### src/rtl/xeu_pkg.sv
// shared types, constants and character helpers for the xml entity unescaper
package xeu_pkg;

    // entity delimiters
    localparam logic [7:0] AMP_CHAR  = 8'h26;
    localparam logic [7:0] SEMI_CHAR = 8'h3B;

    // characters given by the known names
    localparam logic [7:0] QUOTE_CHAR = 8'h22;
    localparam logic [7:0] APOS_CHAR  = 8'h27;
    localparam logic [7:0] LT_CHAR    = 8'h3C;
    localparam logic [7:0] GT_CHAR    = 8'h3E;

    localparam int NAME_COUNT = 5;
    localparam int NAME_AMP   = 0;
    localparam int NAME_APOS  = 1;
    localparam int NAME_LT    = 2;
    localparam int NAME_GT    = 3;
    localparam int NAME_QUOT  = 4;

    localparam logic [2:0] LEN_AMP  = 3'd3;
    localparam logic [2:0] LEN_APOS = 3'd4;
    localparam logic [2:0] LEN_LT   = 3'd2;
    localparam logic [2:0] LEN_GT   = 3'd2;
    localparam logic [2:0] LEN_QUOT = 3'd4;
    localparam logic [2:0] LEN_MAX  = 3'd7;

    localparam int QUEUE_DEPTH = 2;
    localparam int QPTR_W      = $clog2(QUEUE_DEPTH);
    localparam int QCNT_W      = $clog2(QUEUE_DEPTH + 1);

    typedef struct packed {
        logic [7:0] text_byte;
        logic       string_end;
    } in_t;

    typedef struct packed {
        logic [7:0] plain_byte;
        logic       byte_present;
        logic       final_result;
    } out_t;

    typedef enum logic [1:0] {
        OP_PLAIN,
        OP_OPEN,
        OP_NAME,
        OP_CLOSE
    } op_t;

    typedef enum logic [2:0] {
        NUM_SPACE,
        NUM_PLUS,
        NUM_MINUS,
        NUM_DIGIT,
        NUM_OTHER
    } num_class_t;

    typedef enum logic [1:0] {
        PH_LEAD,
        PH_DIGITS,
        PH_STOP
    } phase_t;

    // one classified request passed from front to back
    typedef struct packed {
        op_t                   op;
        logic [7:0]            data;
        logic                  last;
        logic [2:0]            name_len;
        logic                  first_char;
        logic [NAME_COUNT-1:0] hit;
        num_class_t            num_class;
        logic [3:0]            digit;
    } cmd_t;

    // names that still match with this byte at this position
    function automatic logic [NAME_COUNT-1:0] name_hit(input logic [2:0] pos,
                                                      input logic [7:0] b);
        logic [NAME_COUNT-1:0] h;
        h = '0;
        h[NAME_AMP]  = (pos == 3'd0 && b == "a") || (pos == 3'd1 && b == "m")
                    || (pos == 3'd2 && b == "p");
        h[NAME_APOS] = (pos == 3'd0 && b == "a") || (pos == 3'd1 && b == "p")
                    || (pos == 3'd2 && b == "o") || (pos == 3'd3 && b == "s");
        h[NAME_LT]   = (pos == 3'd0 && b == "l") || (pos == 3'd1 && b == "t");
        h[NAME_GT]   = (pos == 3'd0 && b == "g") || (pos == 3'd1 && b == "t");
        h[NAME_QUOT] = (pos == 3'd0 && b == "q") || (pos == 3'd1 && b == "u")
                    || (pos == 3'd2 && b == "o") || (pos == 3'd3 && b == "t");
        return h;
    endfunction

    function automatic num_class_t classify(input logic [7:0] b);
        num_class_t c;
        if (b == 8'h20 || (b >= 8'h09 && b <= 8'h0D)) begin
            c = NUM_SPACE;
        end
        else if (b == "+") begin
            c = NUM_PLUS;
        end
        else if (b == "-") begin
            c = NUM_MINUS;
        end
        else if (b >= "0" && b <= "9") begin
            c = NUM_DIGIT;
        end
        else begin
            c = NUM_OTHER;
        end
        return c;
    endfunction

endpackage

### src/rtl/xeu_front.sv
// front end: tracks entity framing and classifies each byte into a request
module xeu_front (
    input  logic          clk,
    input  logic          rst_n,
    input  logic          src_valid,
    input  xeu_pkg::in_t  src_data,
    input  logic          queue_full,
    output logic          src_stall,
    output logic          push,
    output xeu_pkg::cmd_t push_data
);

    logic       inside_reg;
    logic       inside_next;
    logic [2:0] len_reg;
    logic [2:0] len_next;
    logic       accept;
    logic [7:0] b;
    logic [7:0] digit_full;

    assign src_stall  = queue_full;
    assign accept     = src_valid && !queue_full;
    assign push       = accept;
    assign b          = src_data.text_byte;
    assign digit_full = b - 8'h30;

    always_comb
    begin
        inside_next          = inside_reg;
        len_next             = len_reg;
        push_data.data       = b;
        push_data.last       = src_data.string_end;
        push_data.name_len   = len_reg;
        push_data.first_char = (len_reg == 3'd0);
        push_data.hit        = xeu_pkg::name_hit(len_reg, b);
        push_data.num_class  = xeu_pkg::classify(b);
        push_data.digit      = digit_full[3:0];
        push_data.op         = xeu_pkg::OP_PLAIN;
        if (!inside_reg) begin
            if (b == xeu_pkg::AMP_CHAR) begin
                push_data.op = xeu_pkg::OP_OPEN;
                inside_next  = 1'b1;
                len_next     = 3'd0;
            end
        end
        else if (b == xeu_pkg::SEMI_CHAR) begin
            push_data.op = xeu_pkg::OP_CLOSE;
            inside_next  = 1'b0;
            len_next     = 3'd0;
        end
        else begin
            push_data.op = xeu_pkg::OP_NAME;
            len_next     = (len_reg == xeu_pkg::LEN_MAX) ? len_reg : len_reg + 3'd1;
        end
        if (src_data.string_end) begin
            inside_next = 1'b0;
            len_next    = 3'd0;
        end
    end

    always_ff @(posedge clk or negedge rst_n)
    begin
        if (!rst_n) begin
            inside_reg <= 1'b0;
            len_reg    <= 3'd0;
        end
        else if (accept) begin
            inside_reg <= inside_next;
            len_reg    <= len_next;
        end
    end

endmodule

### src/rtl/xeu_queue.sv
// two-entry request queue between front and back
module xeu_queue (
    input  logic          clk,
    input  logic          rst_n,
    input  logic          push,
    input  xeu_pkg::cmd_t push_data,
    input  logic          pop,
    output logic          full,
    output logic          empty,
    output xeu_pkg::cmd_t head
);

    xeu_pkg::cmd_t                 mem_reg [xeu_pkg::QUEUE_DEPTH];
    logic [xeu_pkg::QPTR_W-1:0]    wr_ptr_reg;
    logic [xeu_pkg::QPTR_W-1:0]    rd_ptr_reg;
    logic [xeu_pkg::QCNT_W-1:0]    count_reg;
    logic [xeu_pkg::QCNT_W-1:0]    count_next;

    localparam logic [xeu_pkg::QPTR_W-1:0] PTR_LAST = xeu_pkg::QPTR_W'(xeu_pkg::QUEUE_DEPTH - 1);
    localparam logic [xeu_pkg::QCNT_W-1:0] CNT_FULL = xeu_pkg::QCNT_W'(xeu_pkg::QUEUE_DEPTH);

    assign full  = (count_reg == CNT_FULL);
    assign empty = (count_reg == '0);
    assign head  = mem_reg[rd_ptr_reg];

    always_comb
    begin
        count_next = count_reg;
        if (push && !pop) begin
            count_next = count_reg + 1'b1;
        end
        else if (pop && !push) begin
            count_next = count_reg - 1'b1;
        end
    end

    always_ff @(posedge clk)
    begin
        if (push) begin
            mem_reg[wr_ptr_reg] <= push_data;
        end
    end

    always_ff @(posedge clk or negedge rst_n)
    begin
        if (!rst_n) begin
            wr_ptr_reg <= '0;
            rd_ptr_reg <= '0;
            count_reg  <= '0;
        end
        else begin
            count_reg <= count_next;
            if (push) begin
                wr_ptr_reg <= (wr_ptr_reg == PTR_LAST) ? '0 : wr_ptr_reg + 1'b1;
            end
            if (pop) begin
                rd_ptr_reg <= (rd_ptr_reg == PTR_LAST) ? '0 : rd_ptr_reg + 1'b1;
            end
        end
    end

endmodule

### src/rtl/xeu_back.sv
// back end: name matching, number accumulation and result register
module xeu_back (
    input  logic          clk,
    input  logic          rst_n,
    input  logic          empty,
    input  xeu_pkg::cmd_t head,
    output logic          pop,
    output logic          res_valid,
    output xeu_pkg::out_t res_data,
    input  logic          res_stall
);

    logic [xeu_pkg::NAME_COUNT-1:0] match_reg;
    logic [xeu_pkg::NAME_COUNT-1:0] match_next;
    xeu_pkg::phase_t                phase_reg;
    xeu_pkg::phase_t                phase_next;
    logic                           neg_reg;
    logic                           neg_next;
    logic [7:0]                     value_reg;
    logic [7:0]                     value_next;
    logic                           out_valid_reg;
    logic                           out_valid_next;
    xeu_pkg::out_t                  out_data_reg;
    xeu_pkg::out_t                  out_data_next;
    logic                           load;
    logic                           present;
    logic [7:0]                     ch;
    logic [7:0]                     decoded;
    logic [7:0]                     times_ten;
    logic [7:0]                     digit_ext;

    assign load      = !out_valid_reg || !res_stall;
    assign pop       = !empty && load;
    assign res_valid = out_valid_reg;
    assign res_data  = out_data_reg;
    assign digit_ext = {4'd0, head.digit};
    assign times_ten = {value_reg[4:0], 3'd0} + {value_reg[6:0], 1'b0};

    // known names first, in table order, then the number
    always_comb
    begin
        if (match_reg[xeu_pkg::NAME_AMP] && head.name_len == xeu_pkg::LEN_AMP) begin
            decoded = xeu_pkg::AMP_CHAR;
        end
        else if (match_reg[xeu_pkg::NAME_APOS] && head.name_len == xeu_pkg::LEN_APOS) begin
            decoded = xeu_pkg::APOS_CHAR;
        end
        else if (match_reg[xeu_pkg::NAME_LT] && head.name_len == xeu_pkg::LEN_LT) begin
            decoded = xeu_pkg::LT_CHAR;
        end
        else if (match_reg[xeu_pkg::NAME_GT] && head.name_len == xeu_pkg::LEN_GT) begin
            decoded = xeu_pkg::GT_CHAR;
        end
        else if (match_reg[xeu_pkg::NAME_QUOT] && head.name_len == xeu_pkg::LEN_QUOT) begin
            decoded = xeu_pkg::QUOTE_CHAR;
        end
        else if (neg_reg) begin
            decoded = 8'd0 - value_reg;
        end
        else begin
            decoded = value_reg;
        end
    end

    always_comb
    begin
        match_next = match_reg;
        phase_next = phase_reg;
        neg_next   = neg_reg;
        value_next = value_reg;
        present    = 1'b0;
        ch         = 8'd0;
        unique case (head.op)
            xeu_pkg::OP_PLAIN:
            begin
                present = 1'b1;
                ch      = head.data;
            end
            xeu_pkg::OP_OPEN:
            begin
                match_next = '1;
                phase_next = xeu_pkg::PH_LEAD;
                neg_next   = 1'b0;
                value_next = 8'd0;
            end
            xeu_pkg::OP_CLOSE:
            begin
                present    = 1'b1;
                ch         = decoded;
                match_next = '1;
                phase_next = xeu_pkg::PH_LEAD;
                neg_next   = 1'b0;
                value_next = 8'd0;
            end
            xeu_pkg::OP_NAME:
            begin
                match_next = match_reg & head.hit;
                if (!head.first_char) begin
                    if (phase_reg == xeu_pkg::PH_LEAD) begin
                        case (head.num_class)
                            xeu_pkg::NUM_SPACE: ;
                            xeu_pkg::NUM_PLUS:  phase_next = xeu_pkg::PH_DIGITS;
                            xeu_pkg::NUM_MINUS:
                            begin
                                neg_next   = 1'b1;
                                phase_next = xeu_pkg::PH_DIGITS;
                            end
                            xeu_pkg::NUM_DIGIT:
                            begin
                                value_next = digit_ext;
                                phase_next = xeu_pkg::PH_DIGITS;
                            end
                            default:            phase_next = xeu_pkg::PH_STOP;
                        endcase
                    end
                    else if (phase_reg == xeu_pkg::PH_DIGITS) begin
                        if (head.num_class == xeu_pkg::NUM_DIGIT) begin
                            value_next = times_ten + digit_ext;
                        end
                        else begin
                            phase_next = xeu_pkg::PH_STOP;
                        end
                    end
                end
            end
            default: ;
        endcase
        // string end drops any open entity
        if (head.last) begin
            match_next = '1;
            phase_next = xeu_pkg::PH_LEAD;
            neg_next   = 1'b0;
            value_next = 8'd0;
        end
        out_data_next.plain_byte   = ch;
        out_data_next.byte_present = present;
        out_data_next.final_result = head.last;
        out_valid_next = out_valid_reg && res_stall;
        if (pop) begin
            out_valid_next = present || head.last;
        end
    end

    always_ff @(posedge clk)
    begin
        if (pop) begin
            out_data_reg <= out_data_next;
        end
    end

    always_ff @(posedge clk or negedge rst_n)
    begin
        if (!rst_n) begin
            match_reg     <= '1;
            phase_reg     <= xeu_pkg::PH_LEAD;
            neg_reg       <= 1'b0;
            value_reg     <= 8'd0;
            out_valid_reg <= 1'b0;
        end
        else begin
            out_valid_reg <= out_valid_next;
            if (pop) begin
                match_reg <= match_next;
                phase_reg <= phase_next;
                neg_reg   <= neg_next;
                value_reg <= value_next;
            end
        end
    end

endmodule

### src/rtl/xml_entity_unescaper.sv
// top level of the xml entity unescaper: front, request queue and back
//
//  channel | direction | payload          | handshake
//  src     | in        | xeu_pkg::in_t    | src_valid / src_stall
//  res     | out       | xeu_pkg::out_t   | res_valid / res_stall
//
// one request per cycle sustained while nothing stalls; the front classifies each
// request into the queue, and the back decodes it into the result register
// rst_n clears framing, match and number state and empties the queue
// src_stall rises only when the two-entry queue is full
// a stalled result holds in the result register while the back keeps it
module xml_entity_unescaper (
    input  logic          clk,
    input  logic          rst_n,
    input  logic          src_valid,
    output logic          src_stall,
    input  xeu_pkg::in_t  src_data,
    output logic          res_valid,
    input  logic          res_stall,
    output xeu_pkg::out_t res_data
);

    // classified requests from front to back
    logic          push;
    xeu_pkg::cmd_t push_data;
    logic          pop;
    logic          queue_full;
    logic          queue_empty;
    xeu_pkg::cmd_t head;

    // front: entity open/close and name position, per-byte classification
    xeu_front u_front (
        .clk        (clk),
        .rst_n      (rst_n),
        .src_valid  (src_valid),
        .src_data   (src_data),
        .queue_full (queue_full),
        .src_stall  (src_stall),
        .push       (push),
        .push_data  (push_data)
    );

    // short queue so each side can stall on its own
    xeu_queue u_queue (
        .clk       (clk),
        .rst_n     (rst_n),
        .push      (push),
        .push_data (push_data),
        .pop       (pop),
        .full      (queue_full),
        .empty     (queue_empty),
        .head      (head)
    );

    // back: name matching, atoi-style number and the result register
    xeu_back u_back (
        .clk       (clk),
        .rst_n     (rst_n),
        .empty     (queue_empty),
        .head      (head),
        .pop       (pop),
        .res_valid (res_valid),
        .res_data  (res_data),
        .res_stall (res_stall)
    );

endmodule

### config.mk
export PLATFORM = sky130hd
export DESIGN_NAME = xml_entity_unescaper
export DESIGN_NICKNAME = d
export VERILOG_FILES = /design/src/rtl/xeu_pkg.sv /design/src/rtl/xeu_front.sv /design/src/rtl/xeu_queue.sv /design/src/rtl/xeu_back.sv /design/src/rtl/xml_entity_unescaper.sv
export SDC_FILE = /design/constraint.sdc
export NUM_CORES = 1
export LEC_CHECK = 0
export BUFFER_PORTS_ARGS = -buffer_cell sky130_fd_sc_hd__buf_2
export CAP_MARGIN = 20
export CORE_MARGIN = 4
export CORE_UTILIZATION = 40
export CTS_CLUSTER_DIAMETER = 60
export DETAILED_ROUTE_END_ITERATION = 10
export MAX_ROUTING_LAYER = met4
export PLACE_DENSITY = 0.65
export SLEW_MARGIN = 5
export SYNTH_ARGS = -nofsm -noshare
export SYNTH_HDL_FRONTEND = slang
export SYNTH_SLANG_ARGS = --single-unit
### constraint.sdc
create_clock -name clk -period 3.1 [get_ports clk]
set_clock_uncertainty 0.05 [all_clocks]
set_input_delay 0.465 -clock clk [delete_from_list [all_inputs] [get_ports clk]]
set_output_delay 0.465 -clock clk [all_outputs]
set_load 0.01 [all_outputs]
After elaboration in Yosys (flattened, before gate mapping)
Memories as Yosys holds them, arrays and structs flattened.
Cells that the tools add are included.
{"block": "word_totals", "regBits": 35, "mem_bits_rw": 54, "inputBits": 13, "out_inout_bits": 12, "elab_cells": 178, "memories": 1}
{"block": "classes", "n_addsub": 9, "n_lt_le_gt_ge": 4, "eq_ne": 39, "n_mux": 52, "bitwise_logic": 1, "n_reduce_logical": 59}
{"name": "u_queue.mem_reg", "words": 2, "width": 27, "read_ports": 1, "rd_clocked_by_memory_dff": 0, "write_ports": 1, "line": "xeu_queue.sv:13", "rtl": "xeu_pkg::cmd_t mem_reg [xeu_pkg::QUEUE_DEPTH];"}
{"op": "two-way mux 8 bit", "count": 12}
{"op": "== test 8 x 7 -> 1 bit, second input constant", "count": 10}
{"op": "== test 8 x 6 -> 1 bit, second input constant", "count": 5}
{"op": "one-hot mux 8 bit (2 select lines)", "count": 2}
{"op": "two-way mux 3 bit", "count": 9}
{"op": "logical AND 1 bit", "count": 24}
{"op": "== test 3 x 2 -> 1 bit, second input constant", "count": 6}
{"op": "two-way mux 1 bit", "count": 16}
{"op": "two-way mux 2 bit", "count": 8}
{"op": "logical OR 1 bit", "count": 13}
{"op": "inequality test 4 x 3 -> 1 bit, second input constant", "count": 3}
{"op": "AND reduction 6 bit", "count": 2}
{"op": "one-hot mux 5 bit (2 select lines)", "count": 1}
{"op": "adder 8 x 4 -> 8 bit", "count": 1}
{"op": "adder 8 bit", "count": 1}
{"op": ">= comparator 8 x 4 -> 1 bit, second input constant", "count": 1}
{"op": ">= comparator 8 x 6 -> 1 bit, second input constant", "count": 1}
{"op": "less-or-equal comparator 8 x 4 -> 1 bit, second input constant", "count": 1}
{"op": "less-or-equal comparator 8 x 6 -> 1 bit, second input constant", "count": 1}
{"op": "one-hot mux 2 bit (2 select lines)", "count": 2}
{"op": "subtractor 1 x 8 -> 8 bit, first input constant", "count": 1}
{"op": "== test 2 bit, second input constant", "count": 3}
{"op": "== test 3 x 1 -> 1 bit, second input constant", "count": 2}
{"op": "== test 3 bit, second input constant", "count": 2}
{"op": "24 further kinds", "count": 37}

Depth between registers and ports, before layout
An unclocked memory read counts as a cell.
{"block": "depth", "ltp_word": 9, "depth_mapped": 13, "ltp_nobuf": 9}

Hierarchy
From an unflattened synthesis, not the netlist that was laid out.
{"block": "unflattened", "hier_cells": 376, "area_unflattened_um2": 4785.8}
{"mod": "xeu_queue", "instances": 1, "cells_each": 100, "area_per_inst_um2": 2234.6, "seq_area_each_um2": 1721.7}
{"mod": "xeu_back", "instances": 1, "cells_each": 177, "area_per_inst_um2": 1805.5, "seq_area_each_um2": 732.0}
{"mod": "xeu_front", "instances": 1, "cells_each": 99, "area_per_inst_um2": 745.7, "seq_area_each_um2": 100.1}

Worst setup path after synthesis
Ideal clock, no wire load.
{"block": "synth_path", "path_kind": "flip-flop to flip-flop", "startpoint": "register u_queue.rd_ptr_reg", "endpoint": "register u_back.value_reg[7]", "t_arrival_ns": 2.631, "required_time_ns": 2.954, "setup_slack_ns": 0.324, "path_stages_with_launch": 13, "period_less_slack_ns": 2.776, "cell_sequence": "dfrtp_1 -> buf_6 -> buf_6 -> buf_4 -> mux2i_1 -> fa_1 -> inv_1 -> ha_1 -> a211oi_1 -> o21bai_1 -> a21oi_1 -> xnor2_1 -> o31ai_1"}
{"block": "synth_between", "elab_chain_cells": 8}
{"item": "start: declaration", "line": "xeu_queue.sv:15", "rtl": "logic [xeu_pkg::QPTR_W-1:0] rd_ptr_reg;"}
{"item": "start signal: assignment", "line": "xeu_queue.sv:57", "rtl": "rd_ptr_reg <= (rd_ptr_reg == PTR_LAST) ? '0 : rd_ptr_reg + 1'b1;"}
{"item": "memory (2 x 27 bit) *"}
{"item": "adder 8 x 4 -> 8 bit", "line": "xeu_back.sv:118", "rtl": "value_next = times_ten + digit_ext;"}
{"item": "two-way mux 8 bit", "line": "xeu_back.sv:117", "rtl": "if (head.num_class == xeu_pkg::NUM_DIGIT) begin"}
{"item": "two-way mux 8 bit", "line": "xeu_back.sv:116", "rtl": "else if (phase_reg == xeu_pkg::PH_DIGITS) begin"}
{"item": "two-way mux 8 bit", "line": "xeu_back.sv:99", "rtl": "if (phase_reg == xeu_pkg::PH_LEAD) begin"}
{"item": "two-way mux 8 bit", "line": "xeu_back.sv:98", "rtl": "if (!head.first_char) begin"}
{"item": "one-hot mux 8 bit (2 select lines)", "line": "xeu_back.sv:73", "rtl": "unique case (head.op)"}
{"item": "two-way mux 8 bit", "line": "xeu_back.sv:129", "rtl": "if (head.last) begin"}
{"item": "end signal: assignment", "line": "xeu_back.sv:166", "rtl": "value_reg <= value_next;"}
{"item": "end: declaration", "line": "xeu_back.sv:19", "rtl": "logic [7:0] value_reg;"}
Every way passes the cells marked *; elsewhere a longest branch is shown, timed or not. The select of a mux whose other input is x is not followed.
A chain may end at the register's enable or synchronous reset.

Worst setup path after layout
{"block": "layout_path", "startpoint": "register u_queue.rd_ptr_reg", "endpoint": "register u_back.value_reg[6]"}
The elaborated chain is that of the path after synthesis.

==> impl_metrics.toml <==
[floorplan]
fp.dieW_um = 113
die_h_um = 113
ioPinCount = 25
core_um2 = 10800
start_util_pct = 40.8
die_area_um2 = 12800
rows = 38

[global_routing]
antenna_found_initial = 0
gr-usage-all-layers_pct = 15.0
grt_pass1_wl_um = 14700
first_global_vias = 2960
grt_max_degree = 26
overflow = 0

[drt]
drt_first_pass_iters = 4
via_per_inst = 5.44
antenna_left = 0
drtIter0Drc = 140
wl_per_cell_um = 16.2
wirelength_um = 8860
via_count = 2974
drc_errors = 0

[synth]
ys_types = 67
synth_top_flop_cell = "edfxtp_1"
ys_seq_elements = 81
syn_inst = 375
ys_seq_area_share_pct = 52.4
netlist.area_leader.share_pct = 38.1
yosysWarnings = 0
async_flop_share_pct = 30.9
synth_compound_area_share_pct = 15.6
synth_area_um2 = 4420
synth-edff-count = 56
synth_top_family_by_area = "compound AO/OA/AOI/OAI gates"
synth_fa_ha_area_share_pct = 6.85
synth.area.mux_share_pct = 4.90
synth_nets = 411
yosys.area_share.simple_pct = 13.7
avgSynthCellArea_um2 = 11.8
synth_area_leaders = "edfxtp_1, dfrtp_1, ha_1, dfstp_2, nand2_1"
yosys.area_share.xor_xnor_pct = 3.17
synth_top_area_cell = "edfxtp_1"

[setup_path]
worstSetupPathType = "flop to flop"
slowest_delay_ns = 0.43
path_max_fanout = 17
cp_num_buf_inv = 2
crit_slowest_cell = "dfrtp_1"
worstSetupStartpointType = "flop"
setup.worst_path.end_class = "flop"
crit_top_cell = "ha_1"
worstPathArrival_ns = 2.95
cp.required_ns = 3.25
path_delay_family = "adder cells"
path_cells = "buf_4, mux2i_1, inv_1, ha_1, ha_1, fa_1, a21o_1, a21oi_1, xor2_1, o31ai_1"

[power_and_ir_drop]
seqPwrFrac_pct = 39.4
leakagePower_nw = 1.94
p_comb_share_pct = 40.6
p_int_mw = 2.88
pwr-share-clk_pct = 20.0
ir_worst_vdd_mv = 0.603
power_density_nw_per_um2 = 938
switching_share_pct = 37.5
p_switching_mw = 1.73

[timing]
period_share_pct = 90.3
worstMarginPinSlew_ns = 0.646
fin_crit_ns = 2.80
drv_slew = 0
finalSetupTns_ns = 0
timing.final.ws_setup_ns = 0.300
max_freq_mhz = 357
finalHoldViolations = 0
rsz0062_at_grt = "false"
final-setup-viol-count = 0
max_slew_margin_pct = 56.8

[job]
maxCapViolations = 0

[cells_and_area]
final_core_utilization_pct = 45.3
final_common_cell = "edfxtp_1"
layout_common_cells = "edfxtp_1, nand2_1, buf_2"
fin_nets = 438
drive_above_1_share_pct = 17.9
largest_reg_flops = 46
antenna_cells = 0
syn_to_final_growth_pct = 11.3

[placed_design]
io_buffers = 24
detailed_place_hpwl_um = 6530
routabilityCongestion = 0.856
pre_cts_slack_ns = 0.320

[clock_tree]
clkSinkCount = 81
cts-resized-gates = 0
clockBufferDepth = 2
ctsHoldBuffers = 0
cts_buffers = 9
cts_tree = "done"
clkLatencyLatePin_ns = 0.34
post_cts_buffers = 0
path_clk_slew_ns = 0.08
root_buffer = "clkbuf_8"
htreeDepth = 3

[worst_hold_path]
hold_path_class = "input pin to asynchronous set/reset pin"

[run_status]
status = "finished clean"
==> worst register-to-register path, delay by kind of cell, from the launching register on <==
kind / cells / cell delay (ns)
flops: 1 / 0.43
fa+ha+maj: 3 / 0.83
buf+inv: 2 / 0.37
xor+xnor: 1 / 0.17
compound gates: 3 / 0.46
mux: 1 / 0.35
==> final cells by class <==
class / instances / area [µm²]
Tap cell: 140 / 175
Clock buffer: 11 / 141
Inverter: 21 / 78.8
Multi-Input combinational cell: 261 / 1950
Timing Repair Buffer: 28 / 150
Fill cell: 1006 / 5920
Sequential cell: 81 / 2310
Clock inverter: 5 / 103
==> power groups by stage <==
stage / registers (mW) / clock network (mW) / logic (mW)
6_report: 1.82 / 0.923 / 1.88
3_5_place_dp: 1.84 / 0 / 1.86
2_1_floorplan: 1.80 / 0 / 1.41
5_1_grt: 1.86 / 0.998 / 2.09
4_1_cts: 1.82 / 0.953 / 1.88
3_3_place_gp: 1.82 / 0 / 1.83
==> metal layers <==
layer	GRT usage (%)	routed length (µm)
met1	19.6	4160
met2	23.5	4140
met3	3.53	493
met4	4.09	63
met5	-	0
==> per-stage QoR <==
stage	cell area, µm²	std cells	hold slack (ns)	power (mW)
2_1_floorplan	4420	375	0.119	3.21
3_3_place_gp	4670	531	0.422	3.66
3_5_place_dp	4670	531	0.431	3.70
4_1_cts	4920	547	0.0936	4.65
5_1_grt	4920	547	0.107	4.95
6_report	4920	547	0.0920	4.61
==> cell usage after synthesis, drive strengths merged, types with 3 or more instances <==
master	count
a211oi	4
inv	21
nor3	5
o22ai	4
o211ai	4
or3	6
a21oi	12
xor2	9
edfxtp	56
clkbuf	6
xnor2	7
o31ai	8
dfstp	5
buf	6
dfrtp	20
and3b	3
a31oi	6
nor3b	7
ha	21
nor2	16
nand2	34
mux2i	10
mux2	10
o21ai	23
a21boi	5
nor4	3
nand3b	3
a21o	4
nand4b	5
nand2b	5
nor2b	6
nor4b	3
nand3	4
o21a	4
==> final timing paths <==
check,startpoint,to,slack [ns],cells after the start
max reg2reg,u_queue.rd_ptr_reg$_DFFE_PN0P_,u_back.value_reg[6]$_DFFE_PN0P_,0.30,10
min in group clk,res_stall,u_back.res_valid$_DFF_PN0_,0.30,3
min reg2reg,u_back.match_reg[1]$_DFFE_PN1P_,u_back.match_reg[1]$_DFFE_PN1P_,0.44,2
max,u_queue.rd_ptr_reg$_DFFE_PN0P_,u_back.value_reg[6]$_DFFE_PN0P_,0.30,10
max in group asynchronous,rst_n,u_front.len_reg[2]$_DFFE_PN0P_,2.49,1
min,rst_n,u_back.value_reg[6]$_DFFE_PN0P_,0.09,1
==> logic make-up after synthesis <==
group	count (synthesis)
AO/OA/AOI/OAI	95
flip-flops	81
adder cells (fa/ha/maj)	23
buffers and inverters	33
AND/OR/NAND/NOR	107
XOR/XNOR	16
multiplexers	20
Power figures use the tool's default switching activity.
